===== src/design/hsq_pkg.sv =====
// ----------------------------------------------------------------------------
// hsq_pkg: shared types and constants of the hit sensor sample qualifier
// Phase codes, operation codes, register indexes and the configuration and
// result structs used across the block.
// ----------------------------------------------------------------------------
package hsq_pkg;

  localparam int TIMER_W  = 14;
  localparam int SAMPLE_W = 10;
  localparam int SENS_W   = 4;
  localparam int PERIOD_W = 4;
  localparam int READ_W   = 16;
  localparam int INDEX_W  = 3;
  localparam int DATA_W   = 14;

  typedef enum logic [1:0] {
    PH_ARMED      = 2'd0,
    PH_SAMPLING   = 2'd1,
    PH_SEPARATION = 2'd2
  } phase_t;

  localparam logic OP_TICK = 1'b0;
  localparam logic OP_READ = 1'b1;

  localparam logic [INDEX_W-1:0] REG_ENABLE         = 3'd0;
  localparam logic [INDEX_W-1:0] REG_BURST_MODE     = 3'd1;
  localparam logic [INDEX_W-1:0] REG_SENSITIVITY    = 3'd2;
  localparam logic [INDEX_W-1:0] REG_SEPARATION_MS  = 3'd3;
  localparam logic [INDEX_W-1:0] REG_WINDOW_SAMPLES = 3'd4;
  localparam logic [INDEX_W-1:0] REG_PERIOD_MS      = 3'd5;
  localparam logic [INDEX_W-1:0] REG_ACTIVE_LEVEL   = 3'd6;

  localparam logic                MODE_SINGLE            = 1'b0;
  localparam logic [SENS_W-1:0]   SENSITIVITY_DEFAULT    = 4'd1;
  localparam logic [TIMER_W-1:0]  SEPARATION_MS_DEFAULT  = 14'd250;
  localparam logic [SAMPLE_W-1:0] WINDOW_SAMPLES_DEFAULT = 10'd50;
  localparam logic [PERIOD_W-1:0] PERIOD_MS_DEFAULT      = 4'd2;

  typedef struct packed {
    logic                enable;
    logic                burst_mode;
    logic [SENS_W-1:0]   sensitivity;
    logic [TIMER_W-1:0]  separation_ms;
    logic [SAMPLE_W-1:0] window_samples;
    logic [PERIOD_W-1:0] period_ms;
    logic                active_level;
  } hsq_cfg_t;

  typedef struct packed {
    logic              hit_event;
    logic [READ_W-1:0] hits_read;
    phase_t            phase;
  } hsq_result_t;

endpackage


===== src/design/hit_sensor_sample_qualifier_unit.sv =====
// ----------------------------------------------------------------------------
// hit_sensor_sample_qualifier_unit: qualifies sensor hits on millisecond ticks
// Path: input register, then result register fed by one pass of qualifier logic.
// Throughput: one item per cycle while the downstream side does not stall; the
// input register can hold one item while a result waits for the downstream side.
// Reset: synchronous rst clears handshake state and qualifier state, and sets
// the settings to their defaults.
// ----------------------------------------------------------------------------
module hit_sensor_sample_qualifier_unit #(
  parameter int HIT_COUNT_WIDTH = 16
) (
  input  logic                         clk,
  input  logic                         rst,
  input  logic                         cfg_write,
  input  logic [hsq_pkg::INDEX_W-1:0]  cfg_index,
  input  logic [hsq_pkg::DATA_W-1:0]   cfg_data,
  input  logic                         in_valid,
  output logic                         in_stall,
  input  logic                         operation,
  input  logic                         sensor_level,
  output logic                         out_valid,
  input  logic                         out_stall,
  output logic                         hit_event,
  output logic [hsq_pkg::READ_W-1:0]   hits_read,
  output logic [1:0]                   phase
);
  import hsq_pkg::*;

  hsq_cfg_t    cfg;
  hsq_result_t result;
  logic        clear;
  logic        in_full;
  logic        in_op;
  logic        in_level;
  logic        advance;

  assign advance  = in_full && (!out_valid || !out_stall);
  assign in_stall = in_full && !advance;

  hsq_cfg u_cfg (
    .clk       (clk),
    .rst       (rst),
    .cfg_write (cfg_write),
    .cfg_index (cfg_index),
    .cfg_data  (cfg_data),
    .cfg       (cfg),
    .clear     (clear)
  );

  hsq_core #(
    .HIT_COUNT_WIDTH (HIT_COUNT_WIDTH)
  ) u_core (
    .clk          (clk),
    .rst          (rst),
    .cfg          (cfg),
    .clear        (clear),
    .step         (advance),
    .operation    (in_op),
    .sensor_level (in_level),
    .result       (result)
  );

  always_ff @(posedge clk) begin
    if (rst) begin
      in_full <= 1'b0;
    end else if (in_valid && !in_stall) begin
      in_full <= 1'b1;
    end else if (advance) begin
      in_full <= 1'b0;
    end
  end

  always_ff @(posedge clk) begin
    if (in_valid && !in_stall) begin
      in_op    <= operation;
      in_level <= sensor_level;
    end
  end

  always_ff @(posedge clk) begin
    if (rst) begin
      out_valid <= 1'b0;
    end else if (advance) begin
      out_valid <= 1'b1;
    end else if (!out_stall) begin
      out_valid <= 1'b0;
    end
  end

  always_ff @(posedge clk) begin
    if (advance) begin
      hit_event <= result.hit_event;
      hits_read <= result.hits_read;
      phase     <= result.phase;
    end
  end

endmodule


===== src/design/hsq_cfg.sv =====
// ----------------------------------------------------------------------------
// hsq_cfg: configuration registers
// Holds the seven settings; a write to enable also pulses a clear of the
// qualifier activity. Other settings are locked while enabled.
// ----------------------------------------------------------------------------
module hsq_cfg (
  input  logic                         clk,
  input  logic                         rst,
  input  logic                         cfg_write,
  input  logic [hsq_pkg::INDEX_W-1:0]  cfg_index,
  input  logic [hsq_pkg::DATA_W-1:0]   cfg_data,
  output hsq_pkg::hsq_cfg_t            cfg,
  output logic                         clear
);
  import hsq_pkg::*;

  assign clear = cfg_write && (cfg_index == REG_ENABLE);

  always_ff @(posedge clk) begin
    if (rst) begin
      cfg.enable         <= 1'b0;
      cfg.burst_mode     <= MODE_SINGLE;
      cfg.sensitivity    <= SENSITIVITY_DEFAULT;
      cfg.separation_ms  <= SEPARATION_MS_DEFAULT;
      cfg.window_samples <= WINDOW_SAMPLES_DEFAULT;
      cfg.period_ms      <= PERIOD_MS_DEFAULT;
      cfg.active_level   <= 1'b1;
    end else if (cfg_write) begin
      if (cfg_index == REG_ENABLE) begin
        cfg.enable <= cfg_data[0];
      end else if (!cfg.enable) begin
        case (cfg_index)
          REG_BURST_MODE:     cfg.burst_mode     <= cfg_data[0];
          REG_SENSITIVITY:    cfg.sensitivity    <= cfg_data[SENS_W-1:0];
          REG_SEPARATION_MS:  cfg.separation_ms  <= cfg_data[TIMER_W-1:0];
          REG_WINDOW_SAMPLES: cfg.window_samples <= cfg_data[SAMPLE_W-1:0];
          REG_PERIOD_MS:      cfg.period_ms      <= cfg_data[PERIOD_W-1:0];
          REG_ACTIVE_LEVEL:   cfg.active_level   <= cfg_data[0];
          default: ;
        endcase
      end
    end
  end

endmodule


===== src/design/hsq_core.sv =====
// ----------------------------------------------------------------------------
// hsq_core: qualifier state and single-pass update
// Holds phase, timer, sample counts, hit total and last level, and computes
// the next state and the result of one item in one pass.
// ----------------------------------------------------------------------------
module hsq_core #(
  parameter int HIT_COUNT_WIDTH = 16
) (
  input  logic                  clk,
  input  logic                  rst,
  input  hsq_pkg::hsq_cfg_t     cfg,
  input  logic                  clear,
  input  logic                  step,
  input  logic                  operation,
  input  logic                  sensor_level,
  output hsq_pkg::hsq_result_t  result
);
  import hsq_pkg::*;

  phase_t                     phase_reg, phase_reg_next;
  logic [TIMER_W-1:0]         tick_timer, tick_timer_next;
  logic [SAMPLE_W-1:0]        samples_left, samples_left_next;
  logic [SAMPLE_W-1:0]        active_samples, active_samples_next;
  logic [HIT_COUNT_WIDTH-1:0] hit_total, hit_total_next;
  logic                       last_level, last_level_next;

  logic [READ_W-1:0]   hits_sat;
  logic [TIMER_W-1:0]  period_load, separation_load, timer_dec;
  logic [SAMPLE_W-1:0] window_load, samples_dec, active_inc;
  logic                is_active, was_active;

  generate
    if (HIT_COUNT_WIDTH > READ_W) begin : g_sat
      assign hits_sat = (|hit_total[HIT_COUNT_WIDTH-1:READ_W]) ? '1
                                                               : hit_total[READ_W-1:0];
    end else begin : g_ext
      assign hits_sat = READ_W'(hit_total);
    end
  endgenerate

  assign period_load     = (cfg.period_ms == '0) ? TIMER_W'(1) : TIMER_W'(cfg.period_ms);
  assign separation_load = (cfg.separation_ms == '0) ? TIMER_W'(1) : cfg.separation_ms;
  assign window_load     = (cfg.window_samples == '0) ? SAMPLE_W'(1) : cfg.window_samples;
  assign timer_dec       = (tick_timer != '0) ? tick_timer - TIMER_W'(1) : '0;
  assign is_active       = (sensor_level == cfg.active_level);
  assign was_active      = (last_level == cfg.active_level);
  assign active_inc      = is_active ? active_samples + SAMPLE_W'(1) : active_samples;
  assign samples_dec     = (samples_left != '0) ? samples_left - SAMPLE_W'(1) : '0;

  always_comb begin
    phase_reg_next      = phase_reg;
    tick_timer_next     = tick_timer;
    samples_left_next   = samples_left;
    active_samples_next = active_samples;
    hit_total_next      = hit_total;
    last_level_next     = last_level;
    result.hit_event    = 1'b0;
    result.hits_read    = '0;
    if (operation == OP_READ) begin
      if (cfg.enable) begin
        result.hits_read = hits_sat;
        hit_total_next   = '0;
      end
    end else if (!cfg.enable) begin
      phase_reg_next      = PH_ARMED;
      tick_timer_next     = '0;
      samples_left_next   = '0;
      active_samples_next = '0;
      hit_total_next      = '0;
      last_level_next     = sensor_level;
    end else begin
      last_level_next = sensor_level;
      case (phase_reg)
        PH_ARMED: begin
          if (is_active && !was_active) begin
            phase_reg_next      = PH_SAMPLING;
            samples_left_next   = window_load;
            active_samples_next = '0;
            tick_timer_next     = period_load;
          end
        end
        PH_SAMPLING: begin
          tick_timer_next = timer_dec;
          if (timer_dec == '0) begin
            active_samples_next = active_inc;
            samples_left_next   = samples_dec;
            if (samples_dec == '0) begin
              if (active_inc >= SAMPLE_W'(cfg.sensitivity)) begin
                if (hit_total != '1) begin
                  hit_total_next = hit_total + HIT_COUNT_WIDTH'(1);
                end
                result.hit_event = 1'b1;
              end
              if (cfg.burst_mode == MODE_SINGLE) begin
                phase_reg_next  = PH_ARMED;
                tick_timer_next = '0;
              end else begin
                phase_reg_next  = PH_SEPARATION;
                tick_timer_next = separation_load;
              end
            end else begin
              tick_timer_next = period_load;
            end
          end
        end
        default: begin
          tick_timer_next = timer_dec;
          if (timer_dec == '0) begin
            phase_reg_next = PH_ARMED;
          end
        end
      endcase
    end
    result.phase = phase_reg_next;
  end

  always_ff @(posedge clk) begin
    if (rst) begin
      phase_reg      <= PH_ARMED;
      tick_timer     <= '0;
      samples_left   <= '0;
      active_samples <= '0;
      hit_total      <= '0;
      last_level     <= 1'b0;
    end else if (clear) begin
      phase_reg      <= PH_ARMED;
      tick_timer     <= '0;
      samples_left   <= '0;
      active_samples <= '0;
      hit_total      <= '0;
    end else if (step) begin
      phase_reg      <= phase_reg_next;
      tick_timer     <= tick_timer_next;
      samples_left   <= samples_left_next;
      active_samples <= active_samples_next;
      hit_total      <= hit_total_next;
      last_level     <= last_level_next;
    end
  end

endmodule


===== config.mk =====
export PLATFORM = sky130hd
export DESIGN_NAME = hit_sensor_sample_qualifier_unit
export DESIGN_NICKNAME = d
export VERILOG_FILES = /design/src/design/hsq_pkg.sv /design/src/design/hit_sensor_sample_qualifier_unit.sv /design/src/design/hsq_cfg.sv /design/src/design/hsq_core.sv
export SDC_FILE = /design/constraint.sdc
export NUM_CORES = 1
export LEC_CHECK = 0
export BUFFER_PORTS_ARGS = -buffer_cell sky130_fd_sc_hd__buf_2
export CORE_ASPECT_RATIO = 0.8
export CORE_MARGIN = 10
export CORE_UTILIZATION = 55
export CTS_BUF_LIST = sky130_fd_sc_hd__clkbuf_4
export DETAILED_ROUTE_END_ITERATION = 8
export GPL_TIMING_DRIVEN = 1
export PLACE_DENSITY = 0.76
export SETUP_SLACK_MARGIN = 0.05
export SLEW_MARGIN = 10
export SYNTH_ARGS = -nofsm -noshare
export SYNTH_HDL_FRONTEND = slang
export SYNTH_SLANG_ARGS = --single-unit

===== constraint.sdc =====
create_clock -name clk -period 3.6 [get_ports clk]
set_input_delay 0.72 -clock clk [delete_from_list [all_inputs] [get_ports clk]]
set_output_delay 0.72 -clock clk [all_outputs]
set_load 0.01 [all_outputs]

# After elaboration in Yosys (flattened, before gate mapping)
# Cells that the tools add are included.
dict set report word_totals {
  register_bits 111
  out_inout_bits 21
  mem_bits_ro 0
  latch_bits 0
  inputBits 24
  memories 0
  mem_bits_rw 0
}
dict set report classes {
  muxes 41
  n_div 0
  n_bitwise 7
  order_cmp 1
  n_mul 0
  reduce_logical 35
  n_addsub 4
  shift 0
  n_eq_ne 20
}
# cell count
set ops {}
lappend ops {{$mux W16} 8}
lappend ops {{$mux W14} 7}
lappend ops {{$mux W10} 9}
lappend ops {{$pmux W10 S2} 2}
lappend ops {{$logic_not A14 Y1} 2}
lappend ops {{$pmux W14 S2} 1}
lappend ops {{$reduce_and A4 Y1} 6}
lappend ops {{$ne A3 B2 Y1 const B} 7}
lappend ops {{$logic_not A10 Y1} 2}
lappend ops {{$add A16 B1 Y16 const B} 1}
lappend ops {{$ne A16 B16 Y1 const B} 1}
lappend ops {{$mux W2} 7}
lappend ops {{$reduce_bool A14 Y1} 1}
lappend ops {{$sub A14 B1 Y14 const B} 1}
lappend ops {{$add A10 B1 Y10 const B} 1}
lappend ops {{$ge A10 B4 Y1} 1}
lappend ops {{$reduce_bool A10 Y1} 1}
lappend ops {{$sub A10 B1 Y10 const B} 1}
lappend ops {{$eq A3 B3 Y1 const B} 3}
lappend ops {{$not A1 Y1} 7}
lappend ops {{$reduce_and A7 Y1} 1}
lappend ops {{$eq A3 B2 Y1 const B} 2}
lappend ops {{$reduce_and A3 Y1} 2}
lappend ops {{$logic_and A1 B1 Y1} 5}
lappend ops {{other kinds (18)} 29}

# Logic depth before layout (Yosys ltp)
# Gate-level depths: netlist (run 1).
dict set report depth {
  word_depth 9
  ltp_mapped 12
  mapped_depth_nobuf 11
}

# Modules after synthesis
# Synthesis (run 1) repeated with hierarchy kept, for this count alone.
dict set report hier_totals {
  cells_unflattened 757
  hier_area_um2 6247.2
}
# module cells_per_inst n_inst area_each_um2 seq_area_each_um2
set modules_own_cells {}
lappend modules_own_cells {hsq_core 563 1 4116.4 1061.0}
lappend modules_own_cells {hsq_cfg 163 1 1413.9 700.7}
lappend modules_own_cells {hit_sensor_sample_qualifier_unit 31 1 716.9 670.6}

# Least setup slack after synthesis (run 1)
# Ideal clock, no wire load.
dict set report synth_path {
  kind {input-to-reg}
  from {in out_stall}
  to {reg u_core.active_samples[0]}
  arrival_time_ns 3.393
  stages 7
  slack_ns 0.136
  path_buffers 1
  t_required_ns 3.530
  path_cell_list {a21boi_1 -> nand2b_1 -> a31oi_1 -> clkbuf_1 -> o211ai_4 -> or4_1 -> a21oi_1}
}
dict set report synth_via {
  elab_chain_len 4
}
# item line
set synth_lines {}
lappend synth_lines {{from (decl)} hit_sensor_sample_qualifier_unit.sv:22} ;# input logic out_stall,
lappend synth_lines {{$logic_not A1 Y1} n/a}
lappend synth_lines {{$logic_or A1 B1 Y1} hit_sensor_sample_qualifier_unit.sv:37} ;# assign advance = in_full && (!out_valid || !out_stall);
lappend synth_lines {{$logic_and A1 B1 Y1} hit_sensor_sample_qualifier_unit.sv:37}
lappend synth_lines {{$reduce_and A5 Y1 (no source line)} n/a}
lappend synth_lines {{to (signal assigned)} hsq_core.sv:135} ;# active_samples <= active_samples_next;
lappend synth_lines {{to (decl)} hsq_core.sv:23} ;# logic [SAMPLE_W-1:0] active_samples, active_samples_next;
# No other way between the ends.
# A chain may end at the register's enable or synchronous reset.

# Worst setup path in the final report (run 1)
dict set report layout_path {
  from {reg u_core.tick_timer[0]}
  to {reg u_core.hit_total[11]}
}
dict set report layout_via {
  elab_chain_len 5
  elab_cells_between_ends 6
  classes_between {add/sub (1); eq/ne (1); mux (1); reduce/logical (3)}
}
# item line
set layout_lines {}
lappend layout_lines {{from (decl)} hsq_core.sv:21} ;# logic [TIMER_W-1:0] tick_timer, tick_timer_next;
lappend layout_lines {{from (signal assigned)} hsq_core.sv:133} ;# tick_timer <= tick_timer_next;
lappend layout_lines {{$sub A14 B1 Y14 / $reduce_bool A14 Y1 (equally long branches)} hsq_core.sv:44} ;# assign timer_dec = (tick_timer != '0) ? tick_timer - TIMER_W'(1) : '0;
lappend layout_lines {{$mux W14 (*)} hsq_core.sv:44}
lappend layout_lines {{$logic_not A14 Y1 (*)} hsq_core.sv:84} ;# if (timer_dec == '0) begin
lappend layout_lines {{$ne A3 B2 Y1 (no source line) (*)} n/a}
lappend layout_lines {{$reduce_and A7 Y1 (no source line) (*)} n/a}
lappend layout_lines {{to (signal assigned)} hsq_core.sv:136} ;# hit_total <= hit_total_next;
lappend layout_lines {{to (decl)} hsq_core.sv:24} ;# logic [HIT_COUNT_WIDTH-1:0] hit_total, hit_total_next;
# Mark *: on every way between the ends. The rest lies on a longest branch, timed or not.

==> flow_summary.toml, run 1 <==
[global_routing]
grt_pass1_wl_mm = 26.0
grt_start_max_net_pins = 45
first_global_vias = 5289
grt.overflow.total = 0
gr-usage-all-layers_pct = 20.3
grt_antenna_before_repair = 0

[worst_setup_path]
reg2regPathDepth = 11
path_common_cell = "sky130_fd_sc_hd__nand4_4"
crit_arrival_ns = 3.89
crit_path_cell_trace = "inv_1 -> ha_2 -> or3b_2 -> or4_4 -> mux2i_4 -> nand4_4 -> buf_4 -> nor3b_4 -> nand4_4 -> or3_1 -> a21oi_1"
start_kind = "register"
slowest_stage_delay_on_critical_path_ns = 0.55
critPathCaptureType = "register"
crit_required_ns = 4.03
worst_path_max_delay_cell = "sky130_fd_sc_hd__or3b_2"
rrSetupSlack_ns = 0.14
path_class = "register to register"
path_max_fanout = 10

[floorplanning]
design.portCount = 45
fp.dieArea_um2 = 15400
initial_utilization_pct = 57.3
fp.dieW_um = 136
die_height_um = 113
rows = 33
core_region_area_um2 = 10400

[pwr]
clkPwrFrac_pct = 32.8
power_frac_seq_pct = 59.6
swShare_pct = 24.9
pwr-share-comb_pct = 7.5
total_leakage_power_uw = 0.00253
ir_worst_vdd_uv = 335
power.density_cell_area_nw_per_um2 = 333
internal_power_uw = 1650
p_switching_uw = 547

[placement]
gp_routability_congestion = 0.952
port-buffer-count = 44
post-dp-hpwl_mm = 11.6

[hold_path]
hold_path_class = "primary input to register"
holdPathStages = 1

[sta]
final_clock_period_utilization_by_the_worst_path_pct = 96.1
timing.fmax_mhz = 289
rsz_0062_raised_after_global_routing = "yes"
final_max_slew_viol_count = 0
slew_headroom_pct = 34.8
final_period_minus_worst_setup_slack_ns = 3.46
post_route_skew_ns = 0.0234
hold_viol_final = 0
worst_margin_slew_ns = 0.970
setup-tns-final_ns = 0
finalSetupViolCount = 0

[clocking]
cts.htree.levels = 3
clock_insertion_delay_worst_skew_ns = 0.48
clock_tree.buffer_depth = 2
clock_sinks = 111
clk_pin_slew_ns = 0.18
clock_tree_from_tritoncts = "done"
cts.root.buffer_cell = "sky130_fd_sc_hd__clkbuf_4"
numCtsBuffers = 9
holdBufCountCts = 0

[status]
outcome = "complete, no violations"

[finish]
largest_reg_flops = 35
layout-drive-gt1-share_pct = 14.2
syn2layout_area_growth_pct = 10.5
post-route-util_pct = 63.3
largest-register = "u_cfg.cfg"
largest_registers = "u_cfg.cfg x35, hits_read x16, u_core.hit_total x16"
insertedDiodeCount = 0
nFillCells = 915
nNetsFinal = 806

[route]
first_iter_violations = 471
detail_route.wl_per_cell_um = 17.2
route.detailed.drc = 0
num_vias = 5694
detail_route.first_pass.iterations = 5
vias_per_instance = 6.21
wl_mm = 15.8
route.antenna.remaining_nets = 0

[synthesis]
post_synth_edffs = 21
postSynthAreaPerCell_um2 = 8.14
syn-cell-area_um2 = 5960
ys_seq_elements = 111
ys_async_rst_share_pct = 0
register_area_share_after_synthesis_pct = 40.8
synth.lib_cells_used.distinct = 68
syn-num-nets = 766
synthesis.yosys.warnings = 0
cells_after_synth = 732
synth_flop_cell = "sky130_fd_sc_hd__dfxtp_1"

[run]
timing.max_cap.violations = 0
## cell usage in the layout, fill, tap and decap left out, drive strengths merged, types with 3 or more instances in the layout
cell,synthesis,layout
nand2,113,113
dfxtp,90,90
buf,7,73
nor2,60,60
a21oi,56,56
o21ai,41,41
nand3,38,38
and3,27,27
nor3,22,22
inv,19,22
edfxtp,21,21
or3,14,14
nor4,14,14
nand4,14,14
mux2i,13,13
nand3b,12,12
o211ai,11,11
a31oi,11,11
nand2b,10,10
clkbuf,37,10
ha,10,10
or4,10,10
xor2,8,8
xnor2,8,8
o31ai,7,7
nor2b,6,6
a21o,4,4
nor3b,4,4
o21a,3,3
nor4b,3,3
o2111ai,3,3
a211o,3,3
a41oi,3,3
a221oi,3,3
## metrics by stage
stage	power, µW	cells	hold slack, ns	worst slack, ns	cell area, µm²
floorplan	1430	732	0.436	0.136	5960
global placement	1490	897	0.446	0.302	6360
detailed placement	1490	897	0.463	0.160	6360
CTS	2200	913	0.400	0.159	6530
global route	2280	917	0.382	0.00494	6590
finish	2190	917	0.416	0.140	6590
## critical path: cells and delay by family (launching register included)
family	cells	cell delay, ns
AOI/OAI and AO/OA	1	0.17
adders and majority gates	1	0.24
buffers and inverters	2	0.33
DFF	1	0.38
muxes	1	0.21
and+or+nand+nor	6	2.09
## per-layer routing
layer	global-route usage (%)	routed length [µm]
met1	27.4	6970
met2	31.0	7070
met3	5.08	1330
met4	6.45	384
met5	0	0
## worst paths after layout
| check | start | end |
|---|---|---|
| max | u_core.tick_timer[0] | u_core.hit_total[11] |
| min | operation | in_op |
| max reg2reg | u_core.tick_timer[0] | u_core.hit_total[11] |
| min reg2reg | u_cfg.cfg[5] | u_cfg.cfg[5] |
## power groups by stage
stage | Combinational (µW) | Clock, µW | Sequential (µW)
after CTS | 162 | 734 | 1310
after floorplan | 95.0 | 0 | 1330
after detailed placement | 161 | 0 | 1330
final | 165 | 720 | 1310
after global placement | 158 | 0 | 1330
after global routing | 183 | 790 | 1310
## repair_timing
item / in CTS / in global routing
resized for setup: 0 / 6
buffers inserted: 0 / 4
setup endpoints to repair: 0 / 21
## layout make-up
type                    instances  area [µm²]  share of cell area, %
repair buffers                 73         438                   6.65
multi-input cells             558        3300                   50.1
clock buffers                  10        75.1                   1.14
clock inverters                 6        92.6                   1.41
well taps                     140         175                   2.66
inverters                      19        71.3                   1.08
flip-flops and latches        111        2430                   36.9
## kinds of logic after synthesis
family	after synthesis	synth area share (%)
muxes	14	2.58
buffers and inverters	63	4.32
xor gates and xnor gates	16	2.35
adders and majority gates	10	2.10
DFF	111	40.8
AOI/OAI and AO/OA	165	17.5
and+or+nand+nor	353	30.3
## cells in the mapped netlist (all sizes together) (14+ instances only)
library cell  count  area, µm²
or3              14       87.6
edfxtp           21        631
dfxtp            90       1800
nor2             60        233
and3             27        169
o21ai            41        205
a21oi            56        280
nand3            38        190
nor4             14       87.6
nand4            14        115
inv              19       71.3
nand2           113        424
clkbuf           37        139
nor3             22        115
(Power assumes the default switching activity.)
==> run 2: changes to the inputs <==
--- a/config.mk
+++ b/config.mk
@@ -6,14 +6,17 @@
 export NUM_CORES = 1
 export LEC_CHECK = 0
 export BUFFER_PORTS_ARGS = -buffer_cell sky130_fd_sc_hd__buf_2
+export CELL_PAD_IN_SITES_DETAIL_PLACEMENT = 2
+export CELL_PAD_IN_SITES_GLOBAL_PLACEMENT = 2
 export CORE_ASPECT_RATIO = 0.8
 export CORE_MARGIN = 10
-export CORE_UTILIZATION = 55
+export CORE_UTILIZATION = 34
 export CTS_BUF_LIST = sky130_fd_sc_hd__clkbuf_4
 export DETAILED_ROUTE_END_ITERATION = 8
 export GPL_TIMING_DRIVEN = 1
-export PLACE_DENSITY = 0.76
+export PLACE_DENSITY = 0.77
 export SETUP_SLACK_MARGIN = 0.05
+export SKIP_LAST_GASP = 1
 export SLEW_MARGIN = 10
 export SYNTH_ARGS = -nofsm -noshare
 export SYNTH_HDL_FRONTEND = slang
==> run 2 against run 1 <==
- clock power shrank 3.5%
- die area grew 51%
- critical path type unchanged
- largest power group unchanged
- cell area grew 2.2%
- largest cell class unchanged
==> flow_summary.toml, run 2 (synthesis gave the netlist of run 1 again) <==
[run]
timing.max_cap.violations = 0

[pwr]
ir_worst_vdd_uv = 165
power.density_cell_area_nw_per_um2 = 325
total_leakage_power_uw = 0.00254

[clocking]
clock_tree.buffer_depth = 2
clock_sinks = 111
clock_insertion_delay_worst_skew_ns = 0.51
clk_pin_slew_ns = 0.18
cts.root.buffer_cell = "sky130_fd_sc_hd__clkbuf_4"
numCtsBuffers = 9
clock_tree_from_tritoncts = "done"
cts.htree.levels = 3

[worst_setup_path]
worst_path_max_delay_cell = "sky130_fd_sc_hd__edfxtp_1"
path_class = "register to register"
crit_arrival_ns = 3.82
crit_path_cell_trace = "xor2_2 -> nand2_1 -> nand2_1 -> ha_1 -> a21o_1 -> a21o_1 -> a2111oi_1 -> buf_4 -> nand3_1 -> nand4_1 -> buf_4 -> xor2_1 -> nor2_1"
critical_path.top_delay_family = "compound AO/OA/AOI/OAI gates"
critical_path.n_buffers_inverters = 2
slowest_stage_delay_on_critical_path_ns = 0.54
start_kind = "register"
critPathCaptureType = "register"
crit_required_ns = 4.00
path_max_fanout = 8

[global_routing]
gr-usage-all-layers_pct = 17.6
grt_pass1_wl_mm = 33.8
grt_start_max_net_pins = 45
first_global_vias = 6131
grt.overflow.total = 0
grt_antenna_before_repair = 0

[hold_path]
hold_path_class = "primary input to register"

[sta]
final_period_minus_worst_setup_slack_ns = 3.43
hold_viol_final = 0
rsz_0062_raised_after_global_routing = "yes"
final_max_slew_viol_count = 0
finalSetupViolCount = 0
slew_headroom_pct = 24.8
final_clock_period_utilization_by_the_worst_path_pct = 95.2
worst_margin_slew_ns = 1.12
setup-tns-final_ns = 0
post_route_skew_ns = 0.0176
timing.fmax_mhz = 292

[route]
num_vias = 5774
detail_route.wl_per_cell_um = 21.1
vias_per_instance = 5.75
wl_mm = 21.2
route.detailed.drc = 0
first_iter_violations = 368
route.antenna.remaining_nets = 0
detail_route.first_pass.iterations = 5

[finish]
nNetsFinal = 809
layout-drive-gt1-share_pct = 14.9
layout.cells.most_common = "sky130_fd_sc_hd__nand2_1"
largest_reg_flops = 35
largest_registers = "u_cfg.cfg x35, hits_read x16, u_core.hit_total x16"
syn2layout_area_growth_pct = 13.0
post-route-util_pct = 39.0
highest_count_cells_in_the_layout_ignoring_fill_and_taps = "sky130_fd_sc_hd__nand2_1, sky130_fd_sc_hd__dfxtp_1, sky130_fd_sc_hd__nor2_1"
largest-register = "u_cfg.cfg"
insertedDiodeCount = 0

[floorplanning]
fp.dieW_um = 168
rows = 43
initial_utilization_pct = 34.5
core_region_area_um2 = 17300
fp.dieArea_um2 = 23300
design.portCount = 45
die_height_um = 138

[placement]
gp_routability_congestion = 0.874
post-dp-hpwl_mm = 15.8
port-buffer-count = 44

[status]
outcome = "complete, no violations"
-- run 2: path summary, 6_finish.rpt --
kind / start / cells past startpoint / slack [ns] / endpoint
min reg2reg: u_cfg.cfg[15] / 2 / 0.48 / u_cfg.cfg[15]
min: operation / 1 / 0.38 / in_op
max reg2reg: in_level / 13 / 0.17 / u_core.hit_total[0]
max: in_level / 13 / 0.17 / u_core.hit_total[0]
-- run 2: repair_timing --
item,CTS,global route
gates resized for setup,1,10
gates cloned,0,0
endpoints found under the setup margin,6,18
hold buffers,0,0
buffers inserted,2,3
pin swaps,1,3
-- run 2: layer usage --
| metal | track usage (%) | up-vias | wire (µm) |
|---|---|---|---|
| met3 | 3.26 | 17 | 807 |
| li1 | - | 2742 | - |
| met4 | 3.34 | 0 | 193 |
| met1 | 23.3 | 2918 | 9930 |
| met5 | 0 | - | 0 |
| met2 | 29.4 | 97 | 10300 |
-- run 2: cell type report --
type,count,area (µm²)
inverters,19,71.3
clock buffers,10,75.1
clock inverters,6,76.3
repair buffers,76,460
flip-flops and latches,111,2430
well taps,225,282
fillers,1974,10500
multi-input cells,558,3340
-- run 2: report_power, final --
group          internal (µW)  switching, µW  total [µW]
clock                    231            464         695
sequential              1290           20.1        1310
combinational           64.5            119         183
total                   1580            603        2190
-- run 2: worst register-to-register path: cells and delay by family, from the launching register on --
| kind | cells | cell delay (ns) |
|---|---|---|
| compound gates | 3 | 0.89 |
| simple gates | 5 | 0.67 |
| xor+xnor | 2 | 0.59 |
| flops | 1 | 0.54 |
| buf+inv | 2 | 0.39 |
| fa+ha+maj | 1 | 0.24 |
-- run 2: metrics by stage --
step	std cells	setup WS, ns	hold WS [ns]	cell area, µm²	power (µW)
3_5_place_dp	984	0.0136	0.460	6480	1510
4_1_cts	1002	0.0595	0.352	6660	2210
6_report	1005	0.173	0.381	6730	2190
3_3_place_gp	984	0.140	0.444	6480	1500
2_1_floorplan	732	0.136	0.436	5960	1430
5_1_grt	1005	0.0300	0.333	6730	2300
==> run 3: changes to the inputs <==
--- a/config.mk
+++ b/config.mk
@@ -10,11 +10,12 @@
 export CELL_PAD_IN_SITES_GLOBAL_PLACEMENT = 2
 export CORE_ASPECT_RATIO = 0.8
 export CORE_MARGIN = 10
-export CORE_UTILIZATION = 34
+export CORE_UTILIZATION = 30
 export CTS_BUF_LIST = sky130_fd_sc_hd__clkbuf_4
+export CTS_CLUSTER_DIAMETER = 100
 export DETAILED_ROUTE_END_ITERATION = 8
 export GPL_TIMING_DRIVEN = 1
-export PLACE_DENSITY = 0.77
+export PLACE_DENSITY = 0.69
 export SETUP_SLACK_MARGIN = 0.05
 export SKIP_LAST_GASP = 1
 export SLEW_MARGIN = 10
==> run 3 against run 2 <==
- cell area about the same
- global-route usage fell by 1.4 points
- setup slack better by 0.051 ns
- critical path type unchanged
- largest cell class unchanged
- largest power group unchanged
- highest routed layer unchanged
==> flow_summary.toml, run 3 (synthesis gave the netlist of run 1 again) <==
[finish]
layout-drive-gt1-share_pct = 14.4
layout.cells.most_common = "sky130_fd_sc_hd__nand2_1"
nNetsFinal = 809
largest-register = "u_cfg.cfg"
largest_reg_flops = 35
largest_registers = "u_cfg.cfg x35, hits_read x16, u_core.hit_total x16"
highest_count_cells_in_the_layout_ignoring_fill_and_taps = "sky130_fd_sc_hd__nand2_1, sky130_fd_sc_hd__dfxtp_1, sky130_fd_sc_hd__nor2_1"
insertedDiodeCount = 0
syn2layout_area_growth_pct = 12.9
post-route-util_pct = 34.2

[sta]
hold_viol_final = 0
final_clock_period_utilization_by_the_worst_path_pct = 93.8
post_route_skew_ns = 0.0318
worst_hold_slack_ns = 0.385
final_period_minus_worst_setup_slack_ns = 3.38
rsz_0062_raised_after_global_routing = "no"
worst_margin_slew_ns = 1.05
final_max_slew_viol_count = 0
timing.fmax_mhz = 296
slew_headroom_pct = 29.7
finalSetupViolCount = 0

[global_routing]
first_global_vias = 6178
grt.overflow.total = 0
grt_start_max_net_pins = 45
gr-usage-all-layers_pct = 16.2
grt_antenna_before_repair = 0
grt_pass1_wl_mm = 34.1

[worst_setup_path]
critical_path.top_delay_family = "simple AND/OR/NAND/NOR gates"
worst_path_max_delay_cell = "sky130_fd_sc_hd__or4_1"
critPathCaptureType = "register"
slowest_stage_delay_on_critical_path_ns = 0.57
crit_arrival_ns = 3.83
start_kind = "register"
crit_path_cell_trace = "or4_1 -> buf_4 -> o41ai_1 -> o21a_1 -> nand4_4 -> buf_4 -> nor3b_4 -> nand4_4 -> or3_1 -> a21oi_1"
critical_path.n_buffers_inverters = 2
crit_required_ns = 4.05
path_max_fanout = 10
path_class = "register to register"
rrSetupSlack_ns = 0.22

[clocking]
numCtsBuffers = 9
clk_pin_slew_ns = 0.21
cts.root.buffer_cell = "sky130_fd_sc_hd__clkbuf_4"
clock_sinks = 111
clock_tree.buffer_depth = 2
clock_tree_from_tritoncts = "done"
clock_insertion_delay_worst_skew_ns = 0.52
cts.htree.levels = 3
holdBufCountCts = 0

[status]
outcome = "complete, no violations"

[placement]
post-dp-hpwl_mm = 15.7
gp_routability_congestion = 0.860
port-buffer-count = 44

[floorplanning]
design.portCount = 45
fp.dieArea_um2 = 25900
fp.dieW_um = 178
rows = 46
initial_utilization_pct = 30.3
core_region_area_um2 = 19700
die_height_um = 146

[route]
route.detailed.drc = 0
route.antenna.remaining_nets = 0
num_vias = 5702
vias_per_instance = 5.46
detail_route.wl_per_cell_um = 20.0
first_iter_violations = 303
detail_route.first_pass.iterations = 4
wl_mm = 20.9

[hold_path]
hold_path_class = "primary input to register"

[pwr]
power.density_cell_area_nw_per_um2 = 315
total_leakage_power_uw = 0.00253
ir_worst_vdd_uv = 152

[run]
timing.max_cap.violations = 0
run 3: cell types whose count changed in the layout (fill, tap and decap cells not counted):
cell,delta
sky130_fd_sc_hd__nor4_1,+2
sky130_fd_sc_hd__nor4_2,-2
sky130_fd_sc_hd__bufinv_16,-1
sky130_fd_sc_hd__clkinv_4,+1
sky130_fd_sc_hd__nor3_1,+1
sky130_fd_sc_hd__nor3_4,-1
sky130_fd_sc_hd__xor2_1,+1
sky130_fd_sc_hd__xor2_2,-1
run 3: final cells by class:
type	instances	area, µm²
fillers	2320	13000
multi-input cells	558	3310
flip-flops and latches	111	2430
repair buffers	76	460
well taps	264	330
clock buffers	10	75.1
inverters	19	71.3
clock inverters	6	55.1
run 3: worst paths after layout:
path	startpoint	end	cells after the start
min reg2reg	u_cfg.cfg[15]	u_cfg.cfg[15]	2
max	u_core.tick_timer[2]	u_core.hit_total[7]	10
min	sensor_level	in_level	1
max reg2reg	u_core.tick_timer[2]	u_core.hit_total[7]	10
run 3: through the flow:
step | setup WS (ns) | power, µW | TNS (ns) | std cells | cell area (µm²)
4_1_cts | 0.0698 | 2150 | 0 | 1043 | 6690
2_1_floorplan | 0.136 | 1430 | 0 | 732 | 5960
3_5_place_dp | -0.0844 | 1520 | -0.0844 | 1024 | 6540
6_report | 0.223 | 2120 | 0 | 1044 | 6730
3_3_place_gp | 0.183 | 1510 | 0 | 1024 | 6540
5_1_grt | 0.0576 | 2230 | 0 | 1044 | 6730
run 3: where the power goes:
group | switching [µW] | internal, µW
logic | 119 | 63.3
clock network | 470 | 163
registers | 19.2 | 1290
run 3: repair_timing:
item / CTS / global route
gates cloned: 0 / 0
setup buffers: 3 / 1
pin swaps: 1 / 2
endpoints found under the setup margin: 3 / 20
resized for setup: 0 / 6
run 3: layer usage:
layer | GRT usage [%] | vias up | wire length (µm)
li1 | - | 2744 | -
met1 | 22.1 | 2857 | 10300
met2 | 26.1 | 87 | 9530
met3 | 2.99 | 14 | 862
met4 | 3.12 | 0 | 172
met5 | 0 | - | 0
